### config.mk
export PLATFORM = sky130hd
export DESIGN_NAME = ttdw_cordic
export DESIGN_NICKNAME = d
export VERILOG_FILES = /design/src/rtl/turn_then_drive_waypoint_follower_top_defines.svh /design/src/rtl/ttdw_pkg.sv /design/src/rtl/ttdw_cordic.sv
export SDC_FILE = /design/constraint.sdc
export NUM_CORES = 1
export LEC_CHECK = 0
export BUFFER_PORTS_ARGS = -buffer_cell sky130_fd_sc_hd__buf_2
export CAP_MARGIN = 20
export CELL_PAD_IN_SITES_DETAIL_PLACEMENT = 0
export CELL_PAD_IN_SITES_GLOBAL_PLACEMENT = 2
export CORE_ASPECT_RATIO = 0.9
export CORE_UTILIZATION = 36
export CTS_CLUSTER_DIAMETER = 50
export CTS_CLUSTER_SIZE = 24
export DETAILED_ROUTE_END_ITERATION = 16
export PLACE_DENSITY = 0.84
export SETUP_SLACK_MARGIN = 0.15
export SYNTH_ARGS = -nofsm -noshare
export SYNTH_HDL_FRONTEND = slang
export SYNTH_SLANG_ARGS = --single-unit
### constraint.sdc
create_clock -name clk -period 8.8 [get_ports clk]
set_input_delay 2.2 -clock clk [delete_from_list [all_inputs] [get_ports clk]]
set_output_delay 2.2 -clock clk [all_outputs]
set_load 0.01 [all_outputs]
### src/rtl/turn_then_drive_waypoint_follower_top_defines.svh
// assertion macros used by the top-level rtl
`ifndef TURN_THEN_DRIVE_WAYPOINT_FOLLOWER_TOP_DEFINES_SVH
`define TURN_THEN_DRIVE_WAYPOINT_FOLLOWER_TOP_DEFINES_SVH

// same-cycle implication
`define TTDW_ASSERT_NOW(lbl, clk, rst_n, ante, cons, msg) \
	lbl: assert property (@(posedge clk) disable iff (!rst_n) (ante) |-> (cons)) \
		else $error(msg);

// next-cycle implication
`define TTDW_ASSERT_NEXT(lbl, clk, rst_n, ante, cons, msg) \
	lbl: assert property (@(posedge clk) disable iff (!rst_n) (ante) |=> (cons)) \
		else $error(msg);

`endif

### src/rtl/ttdw_pkg.sv
package ttdw_pkg;

	localparam int WAYPOINT_DEPTH_DEF = 64;
	localparam int CORDIC_STEPS_DEF = 16;

	localparam logic [1:0] OP_POSE = 2'd0;
	localparam logic [1:0] OP_WRITE = 2'd1;
	localparam logic [1:0] OP_COMMIT = 2'd2;

	localparam logic [1:0] REG_LIN_LIMIT = 2'd0;
	localparam logic [1:0] REG_TURN_LIMIT = 2'd1;
	localparam logic [1:0] REG_POS_TOL = 2'd2;
	localparam logic [1:0] REG_HEAD_TOL = 2'd3;

	localparam logic [30:0] LIN_LIMIT_RST = 31'd14418;
	localparam logic [14:0] TURN_LIMIT_RST = 15'd10240;
	localparam logic [30:0] POS_TOL_RST = 31'd655;
	localparam logic [14:0] HEAD_TOL_RST = 15'd41;

	localparam logic signed [35:0] PI_Q28 = 36'sd843314857;
	localparam logic signed [35:0] TWO_PI_Q28 = 36'sd1686629714;

	localparam logic [27:0] ATAN_TAB [10] = '{
		28'd210828714, 28'd124459457, 28'd65760959, 28'd33381290, 28'd16755422,
		28'd8385879, 28'd4193963, 28'd2097109, 28'd1048571, 28'd524287
	};

	function automatic logic [27:0] step_angle(input logic [5:0] i);
		logic [27:0] r;
		if (i < 6'd10) begin
			r = ATAN_TAB[i[3:0]];
		end else if (i <= 6'd28) begin
			r = 28'd1 << (6'd28 - i);
		end else begin
			r = 28'd0;
		end
		return r;
	endfunction

endpackage

### src/rtl/ttdw_cordic.sv
module ttdw_cordic #(
	parameter int STEPS = ttdw_pkg::CORDIC_STEPS_DEF
) (
	input logic clk,
	input logic arst_n,
	input logic start,
	input logic signed [32:0] dx,
	input logic signed [32:0] dy,
	output logic done,
	output logic signed [32:0] angle
);
	localparam int IW = (STEPS > 1) ? $clog2(STEPS) : 1;
	localparam logic [1:0] C_IDLE = 2'd0;
	localparam logic [1:0] C_NORM = 2'd1;
	localparam logic [1:0] C_ROT = 2'd2;
	localparam logic signed [43:0] LIM40 = 44'sh100_0000_0000;
	localparam logic signed [43:0] LIM36 = 44'sh010_0000_0000;

	logic [1:0] state_q;
	logic signed [43:0] x_q, y_q;
	logic signed [32:0] z_q;
	logic [IW-1:0] i_q;
	logic signed [43:0] x_in, y_in, xs, ys;
	logic below36, below40;
	logic signed [32:0] sa;

	assign x_in = {{11{dx[32]}}, dx};
	assign y_in = {{11{dy[32]}}, dy};
	assign below36 = (x_q < LIM36) && (x_q > -LIM36) && (y_q < LIM36) && (y_q > -LIM36);
	assign below40 = (x_q < LIM40) && (x_q > -LIM40) && (y_q < LIM40) && (y_q > -LIM40);
	assign xs = x_q >>> i_q;
	assign ys = y_q >>> i_q;
	assign sa = $signed({5'd0, ttdw_pkg::step_angle(6'(i_q))});
	assign done = (state_q == C_IDLE);
	assign angle = z_q;

	always_ff @(posedge clk or negedge arst_n) begin
		if (!arst_n) begin
			state_q <= C_IDLE;
		end else begin
			case (state_q)
				C_IDLE: begin
					if (start && !(dx == 33'sd0 && dy == 33'sd0)) begin
						state_q <= C_NORM;
					end
				end
				C_NORM: begin
					if (!below40) begin
						state_q <= C_ROT;
					end
				end
				C_ROT: begin
					if (i_q == IW'(STEPS - 1)) begin
						state_q <= C_IDLE;
					end
				end
				default: state_q <= C_IDLE;
			endcase
		end
	end

	always_ff @(posedge clk) begin
		case (state_q)
			C_IDLE: begin
				if (start) begin
					i_q <= '0;
					if (dx[32]) begin
						z_q <= dy[32] ? -33'(ttdw_pkg::PI_Q28) : 33'(ttdw_pkg::PI_Q28);
						x_q <= -x_in;
						y_q <= -y_in;
					end else begin
						z_q <= '0;
						x_q <= x_in;
						y_q <= y_in;
					end
				end
			end
			C_NORM: begin
				if (below36) begin
					x_q <= x_q <<< 4;
					y_q <= y_q <<< 4;
				end else if (below40) begin
					x_q <= x_q <<< 1;
					y_q <= y_q <<< 1;
				end
				i_q <= '0;
			end
			C_ROT: begin
				if (!y_q[43]) begin
					x_q <= x_q + ys;
					y_q <= y_q - xs;
					z_q <= z_q + sa;
				end else begin
					x_q <= x_q - ys;
					y_q <= y_q + xs;
					z_q <= z_q - sa;
				end
				i_q <= i_q + IW'(1);
			end
			default: begin
			end
		endcase
	end
endmodule

==> summary.md <==
| Metric | Value |
|---|---|
| Post-synth EDFFs | 125 |
| Worst-Skew Late Latency | 0.49 ns |
| F_max | 136 MHz |
| Number of global-route vias before repair | 21.8k |
| Via/cell ratio | 6.39 |
| Clk buf depth | 2 |
| I/O Buffers | 102 |
| Starting Density | 36.5% |
| Endpoints failing hold | 0 |
| Total GRT Usage | 26.8% |
| Sequential fraction of the synthesis area | 16.2% |
| Initial antenna violation count | 5 |
| # diodes | 0 |
| Share of the synthesized area in the top cell type | 16.0% |
| Hold path cells | 1 |
| Post-synth ARST share | 1.57% |
| Clock Skews | 0.0123 ns |
| Largest cells by area after synthesis | edfxtp_1 (16%), ha_1 (7.8%), mux4_2 (7.0%) |
| Syn Area/Cell | 8.44 µm² |
| Die width | 271 µm |
| Fin nets | 2958 |
| CP Max Fanout | 29 |
| Max_cap viols | 0 |
| #FFs+latches synth | 127 |
| Pins Over Slew Limit | 0 |
| Post-synth top flop | edfxtp_1 |
| GRT overflow | 0 |
| Final period utilization | 83.9% |
| Via count | 23.1k |
| Layout cell share with drive strength beyond 1 | 15.1% |
| Drt pass-1 iters | 8 |
| Area grow syn2layout | 6.67% |
| Critical Path RT | 9.04 ns |
| Hold buffers post-CTS | 0 |
| Startpoint types | register |
| Reg2Reg Depth | 21 |
| Core Box Area | 64200 µm² |
| Reg2Reg Setup Slack | 1.42 ns |
| Final setup margin | 1.42 ns |
| Pre-CTS worst setup slack | 1.54 ns |
| Simple-Gate Fraction of Synth Area | 16.4% |
| Critical path type | reg -> reg |
| Sink Count | 127 |
| Status | completed |
| Die height | 244 µm |
| FP Rows | 88 |
| Wire length per cell | 25.1 µm |
| Hpwl dp | 68800 µm |
| Worst Hold Class | reg -> reg |
| RSZ-0062 raised after global routing | false |
| Largest family of logic cells by synthesized area | compound AO/OA/AOI/OAI gates |
| Critical Path Source | i_q[0] |
| Worst R2R Start | i_q[0] |
| Netlist cell types | 117 |
| DRC | 0 |
| Hold Startpoint | state_q[1] |
| YS warnings | 0 |
| Post-synth net total | 2993 |
| Final setup fails | 0 |
| Total CTS buffers | 17 |
| Gate Count Post-Synth | 2775 |
| Post-CTS setup buffer count | 0 |
| Gpl congestion | 0.988 |
| Post-synth top area cell | edfxtp_1 |
| Routed Antenna Nets | 0 |
| Largest net degree at the start of global routing | 141 |
| Post-synthesis xor/xnor area fraction | 10.1% |
| Htree depth | 4 |
| Final period demand of the worst path | 7.38 ns |
| Post-synthesis instance area | 23400 µm² |
| Slew @ Worst Pin | 1.10 ns |
| First-pass GRT wire length | 137000 µm |
| Worst slew margin | 26.7% |
| Compound-Gate Fraction of Synth Area | 24.7% |
| CTS clk-pin slew, worst paths | 0.07 ns |
| Worst setup EP type | register |
| Setup TNS Final | 0 ns |
| Die Area | 66100 µm² |
| Routed WL | 90400 µm |
| CTS tree | done |
| Cts repair resizes | 0 |
| Initial drt markers | 2538 |
| I/O pin count | 103 |
| CP arrival | 7.62 ns |
| CTS root buffer | clkbuf_16 |
| Post-synthesis mux area share | 19.1% |
| Synth Area in Adders | 8.06% |
worst paths after layout:
path	to
hold / removal	state_q[1]
hold reg to reg	state_q[1]
setup / recovery	angle[31]
min in group asynchronous	state_q[1]
setup reg to reg	angle[31]
max in group asynchronous	state_q[0]
per-stage QoR:
| step | hold slack, ns | std cells | util [%] | instance area (µm²) |
|---|---|---|---|---|
| global placement | 0.550 | 3576 | 38.0 | 24400 |
| finish | 0.581 | 3608 | 38.9 | 25000 |
| CTS | 0.585 | 3608 | 38.9 | 25000 |
| floorplan | 0.533 | 2775 | - | 23400 |
| global route | 0.614 | 3608 | 38.9 | 25000 |
| detailed placement | 0.571 | 3576 | 38.0 | 24400 |
layout by cell type, fill, tap and decap left out, types with 21 or more instances in the layout:
| cell type | synthesis | routed |
|---|---|---|
| nor4_1 | 23 | 22 |
| a22oi_1 | 21 | 21 |
| nor2b_1 | 24 | 24 |
| o21ai_0 | 162 | 161 |
| nand3_1 | 49 | 49 |
| or3_1 | 24 | 24 |
| xnor2_1 | 134 | 134 |
| o21bai_1 | 21 | 21 |
| edfxtp_1 | 125 | 125 |
| nor2_1 | 211 | 211 |
| nand2_1 | 208 | 208 |
| mux4_2 | 73 | 73 |
| nand4_1 | 33 | 33 |
| ha_1 | 146 | 144 |
| o22ai_1 | 28 | 28 |
| mux2_2 | 111 | 111 |
| a221oi_1 | 56 | 56 |
| buf_4 | 5 | 35 |
| xor2_1 | 133 | 133 |
| a21oi_1 | 246 | 245 |
| a31oi_1 | 47 | 47 |
| a21o_1 | 70 | 70 |
| nand2b_1 | 26 | 26 |
| nor3_1 | 41 | 41 |
| inv_1 | 74 | 72 |
| mux2i_1 | 113 | 113 |
| o31ai_1 | 32 | 32 |
| and3_1 | 23 | 23 |
| buf_2 | 31 | 102 |
layout make-up:
cell class	instances	area, µm²
clock buffers	17	425
clock inverters	15	159
fillers	6591	39200
inverters	78	294
multi-input cells	2375	18400
flip-flops and latches	127	3800
well taps	855	1070
repair buffers	141	853
kinds of logic after synthesis:
family / after synthesis
AOI/OAI and AO/OA: 878
buffers and inverters: 273
DFF: 127
xor gates and xnor gates: 268
and+or+nand+nor: 763
adders and majority gates: 149
muxes: 317
routing by layer:
layer / up-vias / part of all wire [%] / track usage (%)
met2: 1025 / 42 / 39.3
met5: - / 0.027 / 0
met1: 11308 / 47 / 39.0
met4: 4 / 2.4 / 7.96
met3: 114 / 8.9 / 5.80
li1: 10599 / - / -
synth_stat cells, types with 10 or more instances:
| cell | n |
|---|---|
| a21oi_1 | 246 |
| nor2_1 | 211 |
| nand2_1 | 208 |
| o21ai_0 | 162 |
| ha_1 | 146 |
| xnor2_1 | 134 |
| xor2_1 | 133 |
| edfxtp_1 | 125 |
| clkbuf_1 | 113 |
| mux2i_1 | 113 |
| mux2_2 | 111 |
| inv_1 | 74 |
| mux4_2 | 73 |
| a21o_1 | 70 |
| a221oi_1 | 56 |
| nand3_1 | 49 |
| a31oi_1 | 47 |
| nor3_1 | 41 |
| nand4_1 | 33 |
| o31ai_1 | 32 |
| buf_2 | 31 |
| o22ai_1 | 28 |
| nand2b_1 | 26 |
| nor2b_1 | 24 |
| or3_1 | 24 |
| and3_1 | 23 |
| nor4_1 | 23 |
| a211oi_1 | 21 |
| a22oi_1 | 21 |
| buf_6 | 21 |
| o21bai_1 | 21 |
| buf_1 | 20 |
| o21a_1 | 20 |
| and2_1 | 17 |
| o211ai_1 | 17 |
| or4_1 | 16 |
| mux4_1 | 13 |
| o221ai_1 | 12 |
| nor3b_1 | 11 |
| a211o_1 | 10 |
| o41ai_1 | 10 |
registers in the layout, summed over array words and instances, names as in the netlist:
register / cells
x_q: 44
state_q: 2
y_q: 44
i_q: 4
angle: 33
worst max-delay path, stage by stage, from the launching register on:
cell,delay (ns)
edfxtp_1,0.44
inv_2,0.58
ha_1,0.59
inv_1,0.11
ha_1,0.43
nor3b_1,0.09
o21ai_0,0.19
a32o_1,0.30
ha_1,0.20
and3_1,0.19
nor4b_2,0.36
and3_1,0.27
a31oi_1,0.13
xor2_1,0.19
ha_1,0.37
and3_1,0.19
nand3_1,0.08
o211a_1,0.29
o41ai_1,0.84
a211oi_1,0.16
or4b_2,0.72
a2111o_1,0.38
Power is left out: the tool's default activity adds up to more than one toggle a clock period on the data nets, which glitch-free logic cannot reach.
