File: src/rtl/turn_then_drive_waypoint_follower_top_defines.svh
// assertion macros used by the top-level rtl
`ifndef TURN_THEN_DRIVE_WAYPOINT_FOLLOWER_TOP_DEFINES_SVH
`define TURN_THEN_DRIVE_WAYPOINT_FOLLOWER_TOP_DEFINES_SVH

// same-cycle implication
`define TTDW_ASSERT_NOW(lbl, clk, rst_n, ante, cons, msg) \
	lbl: assert property (@(posedge clk) disable iff (!rst_n) (ante) |-> (cons)) \
		else $error(msg);

// next-cycle implication
`define TTDW_ASSERT_NEXT(lbl, clk, rst_n, ante, cons, msg) \
	lbl: assert property (@(posedge clk) disable iff (!rst_n) (ante) |=> (cons)) \
		else $error(msg);

`endif

File: src/rtl/ttdw_ram.sv
module ttdw_ram #(
	parameter int WIDTH = 8,
	parameter int DEPTH = 64,
	localparam int AW = (DEPTH > 1) ? $clog2(DEPTH) : 1
) (
	input logic clk,
	input logic we,
	input logic [AW-1:0] waddr,
	input logic [WIDTH-1:0] wdata,
	input logic [AW-1:0] raddr,
	output logic [WIDTH-1:0] rdata
);
	logic [WIDTH-1:0] mem [DEPTH];

	always_ff @(posedge clk) begin
		if (we) begin
			mem[waddr] <= wdata;
		end
		rdata <= mem[raddr];
	end
endmodule

File: config.mk
export PLATFORM = sky130hd
export DESIGN_NAME = ttdw_ram
export DESIGN_NICKNAME = d
export VERILOG_FILES = /design/src/rtl/turn_then_drive_waypoint_follower_top_defines.svh /design/src/rtl/ttdw_ram.sv
export SDC_FILE = /design/constraint.sdc
export NUM_CORES = 1
export LEC_CHECK = 0
export BUFFER_PORTS_ARGS = -buffer_cell sky130_fd_sc_hd__buf_2
export CORE_ASPECT_RATIO = 0.9
export CORE_MARGIN = 5
export CORE_UTILIZATION = 35
export CTS_CLUSTER_DIAMETER = 40
export DETAILED_ROUTE_END_ITERATION = 10
export GPL_TIMING_DRIVEN = 0
export SETUP_SLACK_MARGIN = 0.05
export SLEW_MARGIN = 20
export SYNTH_ARGS = -nofsm -noshare
export SYNTH_HDL_FRONTEND = slang
export SYNTH_SLANG_ARGS = --single-unit
export TNS_END_PERCENT = 1
File: constraint.sdc
create_clock -name clk -period 2.3 [get_ports clk]
set_input_delay 0.23 -clock clk [delete_from_list [all_inputs] [get_ports clk]]
set_output_delay 0.23 -clock clk [all_outputs]
set_load 0.01 [all_outputs]
==> results.py, run 1 <==
metrics = {
    "drt": {
        "vias": 10000,
        "dr.pass1.iters": 6,
        "routed.top_layer": "met4",
        "postRouteAntennaNets": 0,
        "drc_errors": 0,
        "route.met3.wl_mm": 5.42,
        "wl_met1_mm": 21.0,
        "drtIter0Drc": 1358,
        "wire_per_inst_um": 27.2,
        "wl_met2_mm": 22.7,
        "drt_wl_total_mm": 50.2,
        "via_per_inst": 5.43,
    },
    "cells_and_area": {
        "final_util_pct": 41.4,
        "antenna_cells": 0,
        "synthToLayoutAreaGrowth_pct": 17.0,
        "fin_nets": 1051,
        "nFillCells": 4893,
        "layout-drive-gt1-share_pct": 28.5,
    },
    "placed_design": {
        "port_buffers": 21,
        "dpl.hpwl_mm": 31.4,
        "gp_congestion": 0.868,
    },
    "global_route": {
        "grt_max_degree": 65,
        "grt_pass1_wl_mm": 71.8,
        "overflow": 0,
        "track_usage_pct": 15.9,
        "grt_pass1_vias": 10100,
        "antenna_found_initial": 0,
    },
    "setup_path": {
        "crit_required_ps": 2490,
        "arrival_ps": 2420,
        "crit_fanout": 10,
        "reg2reg_from": "mem[29][6]",
        "worstReg2RegEnd": "rdata[6]",
        "rrSetupSlack_ps": 80,
        "crit_type": "in2reg",
        "startpoint_type": "input port",
        "crit_path_end_kind": "flip-flop",
        "r2r_cells": 5,
    },
    "clocking": {
        "clk_path_buf_depth": 3,
        "cts_tree": "yes",
        "root_buffer": "clkbuf_16",
        "cts_buffers": 67,
        "cts.sinks": 520,
        "hold_buffers": 0,
        "insertion_delay_ps": 580,
        "cts-htree-levels": 3,
        "clkSlewWorstSetupHoldPaths_ps": 50,
    },
    "synthesis": {
        "yosysMostFrequentCell": "edfxtp_1",
        "async_reset_ff_share_pct": 0,
        "syn_avg_cell_area_um2": 21.5,
        "syn_area_mm2": 0.0202,
        "yosys-top-cells-count": "edfxtp_1 (512), mux4_2 (126), nor2_1 (83)",
        "synth-compound-area-share_pct": 2.07,
        "synthAdderAreaFrac_pct": 0,
        "synth_edf_count": 512,
        "synthesis.instances": 940,
        "ys_ff_latch": 520,
        "syn_nets": 962,
        "yosysSeqAreaShare_pct": 77.0,
        "synthXorXnorAreaFrac_pct": 0,
        "yosys_most_used_dff": "edfxtp_1",
        "muxShareOfSynthArea_pct": 15.9,
        "yosysWarnings": 0,
        "synth_area_leaders": "edfxtp_1 (76%), mux4_2 (14%), nor2_1 (1.5%)",
        "ys_types": 40,
        "synth_top_family_by_area": "multiplexers",
        "synth.top_cell.area_share_pct": 76.2,
        "yosysTopAreaCell": "edfxtp_1",
        "synthSimpleGateAreaFrac_pct": 3.39,
    },
    "power": {
        "internal_power_mw": 17.4,
        "power_mw": 22.2,
        "switchingPower_mw": 4.72,
        "p_comb_share_pct": 4.9,
        "pwr-share-seq_pct": 47.4,
        "power_density_mw_per_mm2": 940,
        "p_clk_share_pct": 47.7,
        "ir_worst_vdd_mv": 0.406,
        "power.share.switching_pct": 21.3,
        "p_leak_nw": 7.34,
    },
    "timing": {
        "setup_violations": 0,
        "fin_crit_ps": 2230,
        "rsz0062_at_grt": "true",
        "fmax_mhz": 449,
        "final-hold-violation-count": 0,
        "period_share_pct": 96.9,
        "relSlewSlack_pct": 31.9,
        "final_max_slew_viol_count": 0,
        "worst_clock_skew_ps": 16.0,
        "worstMarginPinSlew_ps": 1020,
    },
    "floorplan": {
        "core_area_mm2": 0.0570,
        "dieWidth_um": 263,
        "rows": 83,
        "num_io_pins": 30,
        "initial_core_util_pct": 35.4,
        "chipHeight_um": 238,
        "die_area_mm2": 0.0625,
    },
    "min_path": {
        "min_from": "raddr[5]",
        "min_path_type": "in2reg",
        "hold_end": "rdata[5]",
        "whs_path_depth": 2,
    },
    "job": {
        "max-cap-violations": 0,
    },
    "outcome": {
        "status": "finished clean",
    },
}
[repair_timing]
action	4_1_cts	5_1_grt
gates resized for setup	7	9
endpoints found under the setup margin	8	32
setup buffers	0	0
gates cloned	0	0
endpoints found under the hold margin	0	0
pin swaps	0	0
[cell families after synthesis]
| logic type | count (synthesis) |
|---|---|
| flip-flops | 520 |
| AND/OR/NAND/NOR | 153 |
| AO/OA/AOI/OAI | 54 |
| buffers and inverters | 51 |
| multiplexers | 162 |
[critical path, cell delays in order]
cell	delay (ps)
clkbuf_1	320
nor2b_1	230
nand3_1	660
nor2_1	970
[worst max-delay path by stage]
stage / startpoint / end / slack (ps) / depth (start not counted)
after floorplan: raddr[1] / rdata[3] / 400 / 7
after global placement: raddr[2] / rdata[3] / -810 / 7
after detailed placement: raddr[2] / rdata[3] / -850 / 7
after CTS: raddr[2] / rdata[7] / -10 / 8
after global routing: waddr[1] / mem[19][4] / 10 / 4
final: waddr[1] / mem[19][2] / 70 / 4
[placed cells by master (no fill, tap or decap), types with 3 or more instances in the layout]
cell type and instances:
edfxtp_1 512, mux4_2 126, nor2_1 82, clkbuf_16 71, clkbuf_1 27, buf_2 23, mux2i_1 23, buf_4 21
nand2_1 19, nor2b_1 14, mux2_2 13, nand3_1 12, o221ai_1 8, o22ai_1 8, inv_6 8, dfxtp_1 8
nand2b_1 7, bufinv_16 7, nor3_1 5, inv_8 5, buf_6 4, a211oi_1 4, a221oi_1 4, clkinv_1 4
clkinvlp_4 4, nand3b_1 3, a21oi_1 3, a22oi_1 3, o2111ai_1 3, o2bb2ai_1 3
[flip-flops by register name, summed over array words and instances (netlist names)]
signal  flops
mem       512
rdata       8
[area by class of cell]
class | count | area [µm²] | area share (%)
plain buffers | 50 | 322 | 1.36
multi-input cells | 369 | 4380 | 18.5
flip-flops and latches | 520 | 15500 | 65.9
clock inverters | 33 | 425 | 1.80
clock buffers | 85 | 1850 | 7.84
repair buffers | 21 | 125 | 0.530
well taps | 765 | 957 | 4.06
[metal layers]
metal  global-route usage (%)  up-vias
met3                     5.88       84
met2                     23.7      522
met4                     4.00        0
li1                         -     4124
met1                     22.3     5280
met5                        0        -
[through the flow]
step           cells  setup slack [ps]  hold slack [ps]  TNS, ps  instance area, µm²
2_1_floorplan    940               402              329        0               20200
3_3_place_gp    1726              -810              629   -50120               21200
3_5_place_dp    1726              -846              628   -75200               21200
4_1_cts         1844             -14.5             92.1    -25.7               23500
5_1_grt         1843              13.2              111        0               23600
6_report        1843              70.9              124        0               23600
[power groups by stage]
stage               combinational, mW  sequential [mW]  clock, mW
finish                           1.08             10.5       10.6
global route                     1.14             10.5       11.2
CTS                              1.07             10.5       10.7
detailed placement               1.07             10.7          0
global placement                 1.05             10.7          0
floorplan                       0.559             10.7          0
Note: power is estimated with default switching activity, not from simulation.
==> inputs of run 2 (changes only) <==
--- a/config.mk
+++ b/config.mk
@@ -6,9 +6,11 @@
 export NUM_CORES = 1
 export LEC_CHECK = 0
 export BUFFER_PORTS_ARGS = -buffer_cell sky130_fd_sc_hd__buf_2
+export CAP_MARGIN = 25
 export CORE_ASPECT_RATIO = 0.9
 export CORE_MARGIN = 5
 export CORE_UTILIZATION = 35
+export CTS_BUF_LIST = sky130_fd_sc_hd__clkbuf_4
 export CTS_CLUSTER_DIAMETER = 40
 export DETAILED_ROUTE_END_ITERATION = 10
 export GPL_TIMING_DRIVEN = 0
==> run 2 against run 1 <==
The run now ends with negative setup slack left. Critical endpoint is now rdata[5]. Total power fell by 12%. First-iteration DRC count decreased by 9.4%. Sequential power barely moved. Final cell count rose by 6.3%. Critical path depth grew 3. Clock skew is 15 ps higher. Sequential share of layout area is 1.3 points higher.
==> results.py, run 2 (synthesis results as in run 1) <==
metrics = {
    "setup_path": {
        "crit_required_ps": 2940,
        "rrSetupSlack_ps": 100,
        "worstSetupStartpoint": "raddr[2]",
        "crit_fanout": 10,
        "crit_path_end_kind": "flip-flop",
        "reg2reg_from": "mem[29][6]",
        "worstReg2RegEnd": "rdata[6]",
        "crit_type": "in2reg",
        "arrival_ps": 2950,
        "startpoint_type": "input port",
        "r2r_cells": 5,
        "crit_end": "rdata[5]",
    },
    "timing": {
        "worstMarginPinSlew_ps": 1050,
        "period_share_pct": 101,
        "final-hold-violation-count": 0,
        "setup_violations": 1,
        "fmax_mhz": 432,
        "relSlewSlack_pct": 30.0,
        "fin_ws_ps": -12.4,
        "final_max_slew_viol_count": 0,
        "worst_clock_skew_ps": 30.5,
        "rsz0062_at_grt": "true",
        "fin_crit_ps": 2310,
    },
    "cells_and_area": {
        "top_register": "mem",
        "final_area_mm2": 0.0231,
        "most-common-layout-cells": "edfxtp_1 (512), clkbuf_4 (187), mux4_2 (126), nor2_1 (83), buf_2 (30)",
        "final_util_pct": 40.6,
        "nFillCells": 5084,
        "synthToLayoutAreaGrowth_pct": 14.8,
        "fin_nets": 1133,
        "layout-drive-gt1-share_pct": 33.9,
        "top_regs": "mem: 512 flops, rdata: 8 flops",
        "final_common_cell": "edfxtp_1",
        "largest_reg_flops": 512,
    },
    "placed_design": {
        "port_buffers": 21,
        "gp_congestion": 0.868,
        "placed_area_mm2": 0.0214,
        "dpl.hpwl_mm": 32.7,
    },
    "drt": {
        "wire_per_inst_um": 26.0,
        "routed.top_layer": "met5",
        "postRouteAntennaNets": 0,
        "drtIter0Drc": 1231,
        "drc_errors": 0,
        "via_per_inst": 5.35,
        "wl_met2_mm": 22.6,
        "dr.pass1.iters": 5,
        "drt_wl_total_mm": 51.0,
        "wl_met1_mm": 21.3,
        "route.met3.wl_mm": 5.82,
        "vias": 10500,
    },
    "outcome": {
        "violations": "negative setup slack",
        "status": "finished with violations",
    },
    "floorplan": {
        "rows": 83,
        "dieWidth_um": 263,
        "die_area_mm2": 0.0625,
        "core_area_mm2": 0.0570,
        "chipHeight_um": 238,
        "initial_core_util_pct": 35.4,
        "num_io_pins": 30,
    },
    "clocking": {
        "insertion_delay_ps": 820,
        "clk_path_buf_depth": 3,
        "cts_buffers": 133,
        "root_buffer": "clkbuf_4",
        "cts.sinks": 520,
        "cts_setup_buffers": 0,
        "cts_tree": "yes",
        "clkSlewWorstSetupHoldPaths_ps": 60,
        "cts-htree-levels": 4,
    },
    "global_route": {
        "antenna_found_initial": 2,
        "track_usage_pct": 16.2,
        "grt_pass1_wl_mm": 73.2,
        "grt_pass1_vias": 10800,
        "grt_max_degree": 65,
        "overflow": 0,
    },
    "power": {
        "power_density_mw_per_mm2": 847,
        "p_leak_nw": 7.32,
        "ir_worst_vdd_mv": 0.324,
    },
    "job": {
        "max-cap-violations": 0,
    },
    "min_path": {
        "min_path_type": "in2reg",
    },
}
run 2: through the flow:
stage | setup TNS, ps | setup slack, ps | total power, mW | instances | hold WS [ps]
finish | -12.4 | -12.4 | 19.6 | 1959 | 95.4
global route | 0 | 14.2 | 20.4 | 1958 | 25.0
CTS | 0 | 75.3 | 19.8 | 1957 | 0.871
detailed placement | -71010 | -844 | 11.8 | 1732 | 627
global placement | -50120 | -810 | 11.8 | 1726 | 629
floorplan | 0 | 402 | 11.3 | 940 | 329
run 2: layer usage:
metal | GRT usage, % | up-vias
li1 | - | 4353
met1 | 22.8 | 5477
met2 | 23.3 | 540
met3 | 6.25 | 104
met4 | 5.50 | 2
met5 | 0 | -
run 2: worst min-delay path by stage:
stage            endpoint  depth (start not counted)      from
2_1_floorplan   mem[0][0]                          0  wdata[0]
3_3_place_gp     rdata[4]                          1  rdata[4]
3_5_place_dp     rdata[6]                          1  rdata[6]
4_1_cts        mem[49][0]                          3  waddr[0]
5_1_grt        mem[49][0]                          3  waddr[0]
6_report       mem[49][0]                          3  waddr[0]
run 2: area by class of cell:
class / count / area [µm²] / area share [%]
Sequential cell: 520 / 15500 / 67.1
Multi-Input combinational cell: 369 / 4340 / 18.8
Clock buffer: 187 / 1400 / 6.06
Tap cell: 765 / 957 / 4.14
Timing Repair Buffer: 36 / 320 / 1.38
Buffer: 51 / 317 / 1.37
Clock inverter: 29 / 269 / 1.16
Antenna cell: 2 / 5.00 / 0.0216
run 2: repair_timing:
action / 4_1_cts / 5_1_grt
endpoints found under the hold margin: 286 / 0
hold buffers: 9 / 0
resized for setup: 0 / 3
endpoints found under the setup margin: 0 / 3
run 2: critical path, cell delays in order:
cell and delay, ps:
buf_2 260, buf_4 290, clkbuf_1 630, buf_2 510, o221ai_1 190, o21a_1 160, o41ai_1 670
run 2: report_power, final:
part           switching, mW  total, mW  leakage, nW  internal [mW]
Clock                   3.60       7.99         1.00           4.39
Sequential            0.0168       10.5         4.67           10.5
Combinational          0.710       1.11         1.64          0.403
==> inputs of run 3 (changes only) <==
--- a/config.mk
+++ b/config.mk
@@ -5,6 +5,7 @@
 export SDC_FILE = /design/constraint.sdc
 export NUM_CORES = 1
 export LEC_CHECK = 0
+export ABC_AREA = 1
 export BUFFER_PORTS_ARGS = -buffer_cell sky130_fd_sc_hd__buf_2
 export CAP_MARGIN = 25
 export CORE_ASPECT_RATIO = 0.9
==> run 3 against run 2 <==
Clock power fell by 2.5%. Area after synthesis rose by 5.8%. Global-route usage rose by 3.2 points. Combinational power rose by 32%. Design area rose by 5.4%. Core utilization barely moved. Sequential cell count did not move. Synthesized cell count rose by 92%. Register-to-register slack improved by 210 ps. The flow still finishes with violations (negative setup slack). Critical path depth fell by 2. Largest cell class unchanged. First-iteration DRC count rose by 35%. Critical path type unchanged. Clock skew rose by 9.2 ps.
==> results.py, run 3 <==
metrics = {
    "cells_and_area": {
        "final_util_pct": 40.6,
        "fin_nets": 2012,
        "layout.area.seq_mm2": 0.0155,
        "largest_reg_flops": 512,
        "top_regs": "mem: 512 flops, rdata: 8 flops",
        "nFillCells": 5697,
        "layout-drive-gt1-share_pct": 16.1,
        "final_common_cell": "nand2_1",
        "top_register": "mem",
        "synthToLayoutAreaGrowth_pct": 14.4,
        "multi_input_area_mm2": 0.00502,
        "most-common-layout-cells": "nand2_1 (648), edfxtp_1 (512), nand3_1 (439), clkbuf_4 (180), buf_2 (56)",
    },
    "timing": {
        "worst_clock_skew_ps": 39.7,
        "final-hold-violation-count": 0,
        "final_max_slew_viol_count": 0,
        "fin_crit_ps": 2350,
        "fmax_mhz": 425,
        "finalSetupTns_ps": -375,
        "period_share_pct": 102,
        "setup_violations": 12,
        "rsz0062_at_grt": "true",
        "worstMarginPinSlew_ps": 1070,
        "fin_ws_ps": -50.9,
        "relSlewSlack_pct": 28.4,
    },
    "synthesis": {
        "syn_area_mm2": 0.0213,
        "syn_avg_cell_area_um2": 11.8,
        "yosys_most_used_dff": "edfxtp_1",
        "synthesis.instances": 1805,
        "yosysMostFrequentCell": "nand2_1",
        "synth_area_leaders": "edfxtp_1 (72%), nand2_1 (11%), nand3_1 (10%)",
        "async_reset_ff_share_pct": 0,
        "yosysSeqAreaShare_pct": 72.8,
        "syn_nets": 1827,
        "synth_edf_count": 512,
        "yosysTopAreaCell": "edfxtp_1",
        "synth.top_cell.area_share_pct": 72.0,
        "ys_ff_latch": 520,
        "ys_types": 16,
        "yosys-top-cells-count": "nand2_1 (648), edfxtp_1 (512), nand3_1 (439)",
        "yosysWarnings": 0,
    },
    "setup_path": {
        "crit_fanout": 9,
        "crit_type": "in2reg",
        "crit_required_ps": 2880,
        "crit_path_end_kind": "flip-flop",
        "r2r_cells": 9,
        "arrival_ps": 2930,
        "startpoint_type": "input port",
    },
    "global_route": {
        "globalRouteMet3Util_pct": 6.34,
        "grt_pass1_vias": 14200,
        "grt_pass1_wl_mm": 93.6,
        "overflow": 0,
        "track_usage_pct": 19.4,
        "grtUsageMet1_pct": 27.3,
        "grt_max_degree": 65,
        "use_met2_pct": 27.8,
        "antenna_found_initial": 3,
        "top_usage_layer": "met2",
    },
    "floorplan": {
        "chipHeight_um": 244,
        "initial_core_util_pct": 35.5,
        "rows": 85,
        "num_io_pins": 30,
        "core_area_mm2": 0.0601,
        "die_area_mm2": 0.0660,
        "dieWidth_um": 270,
    },
    "clocking": {
        "root_buffer": "clkbuf_4",
        "cts.sinks": 520,
        "cts_setup_buffers": 0,
        "cts_buffers": 133,
        "clkSlewWorstSetupHoldPaths_ps": 60,
        "cts-htree-levels": 4,
        "cts_tree": "yes",
        "insertion_delay_ps": 980,
        "clk_path_buf_depth": 3,
    },
    "outcome": {
        "status": "finished with violations",
        "violations": "negative setup slack",
    },
    "placed_design": {
        "dpl.hpwl_mm": 43.3,
        "gp_congestion": 0.915,
        "port_buffers": 21,
    },
    "job": {
        "max-cap-violations": 0,
    },
    "power": {
        "power_density_mw_per_mm2": 810,
        "p_leak_nw": 8.92,
        "ir_worst_vdd_mv": 0.443,
    },
    "drt": {
        "wire_per_inst_um": 22.7,
        "vias": 15000,
        "drc_errors": 0,
        "drt_wl_total_mm": 64.9,
        "drtIter0Drc": 1658,
        "postRouteAntennaNets": 0,
        "dr.pass1.iters": 5,
        "via_per_inst": 5.26,
    },
    "min_path": {
        "whs_path_depth": 3,
        "min_path_type": "in2reg",
    },
}
## run 3: cell types whose count changed in the layout (fill, tap and decap cells not counted), sizes merged, moves of 9 or more
cell	change
clkinv	+9
nor2	-27
inv	+11
mux4	-126
clkbuf	-9
mux2	-13
nand2	+629
nand3	+426
mux2i	-23
nor2b	-14
buf	+71
## run 3: worst max-delay path, cell delays in order
cell and delay (ps):
dlygate4sd3_1 570, clkbuf_1 240, inv_1 300, nand4_1 560, nor2_1 1020
## run 3: layout make-up
type / instances / area share [%]
Inverter: 12 / 0.205
Sequential cell: 520 / 63.6
Clock buffer: 180 / 5.54
Buffer: 113 / 3.31
Clock inverter: 36 / 1.01
Timing Repair Buffer: 50 / 1.66
Tap cell: 783 / 4.01
Multi-Input combinational cell: 1160 / 20.6
Antenna cell: 6 / 0.0615
## run 3: metrics by stage
| step | instance area (µm²) | hold slack [ps] | power (mW) | cells | worst slack, ps |
|---|---|---|---|---|---|
| global route | 24400 | 82.4 | 20.5 | 2860 | -45.5 |
| finish | 24400 | 123 | 19.8 | 2860 | -50.9 |
| detailed placement | 22600 | 631 | 12.1 | 2620 | -345 |
| CTS | 24400 | 67.2 | 19.9 | 2852 | 90.6 |
| global placement | 22400 | 634 | 12.1 | 2609 | -716 |
| floorplan | 21300 | 329 | 11.5 | 1805 | 304 |
## run 3: where the power goes
group | leakage, nW | switching, mW | total [mW] | internal [mW]
sequential | 4.67 | 0.0180 | 10.5 | 10.5
clock | 0.954 | 3.74 | 7.79 | 4.05
combinational | 3.29 | 1.08 | 1.47 | 0.389
total | 8.92 | 4.84 | 19.8 | 14.9
## run 3: kinds of logic (layout without fill, tap and decap cells)
logic type             Yosys count  in the layout  synth area share (%)
AND/OR/NAND/NOR               1160           1160                  23.2
buffers and inverters          125            391                  4.02
flip-flops                     520            520                  72.8
other                            0              6                     0
## run 3: path summary, 6_finish.rpt
check,from,end,slack [ps]
max,waddr[0],mem[28][6],-50
min,waddr[3],mem[8][7],120
max reg2reg,mem[30][3],rdata[3],310
min reg2reg,mem[42][4],rdata[4],930
## run 3: timing repair
item                       CTS  global route
setup endpoints to repair    0           108
hold endpoints to repair   539             0
hold buffers                16             0
resized for setup            0             8
## run 3: metal layers
layer	up-vias	wire (µm)	share of wire [%]
met1	7260	27600	43
met4	2	1870	2.9
met3	130	7430	11
met5	-	13	0.020
li1	6811	-	-
met2	840	27900	43
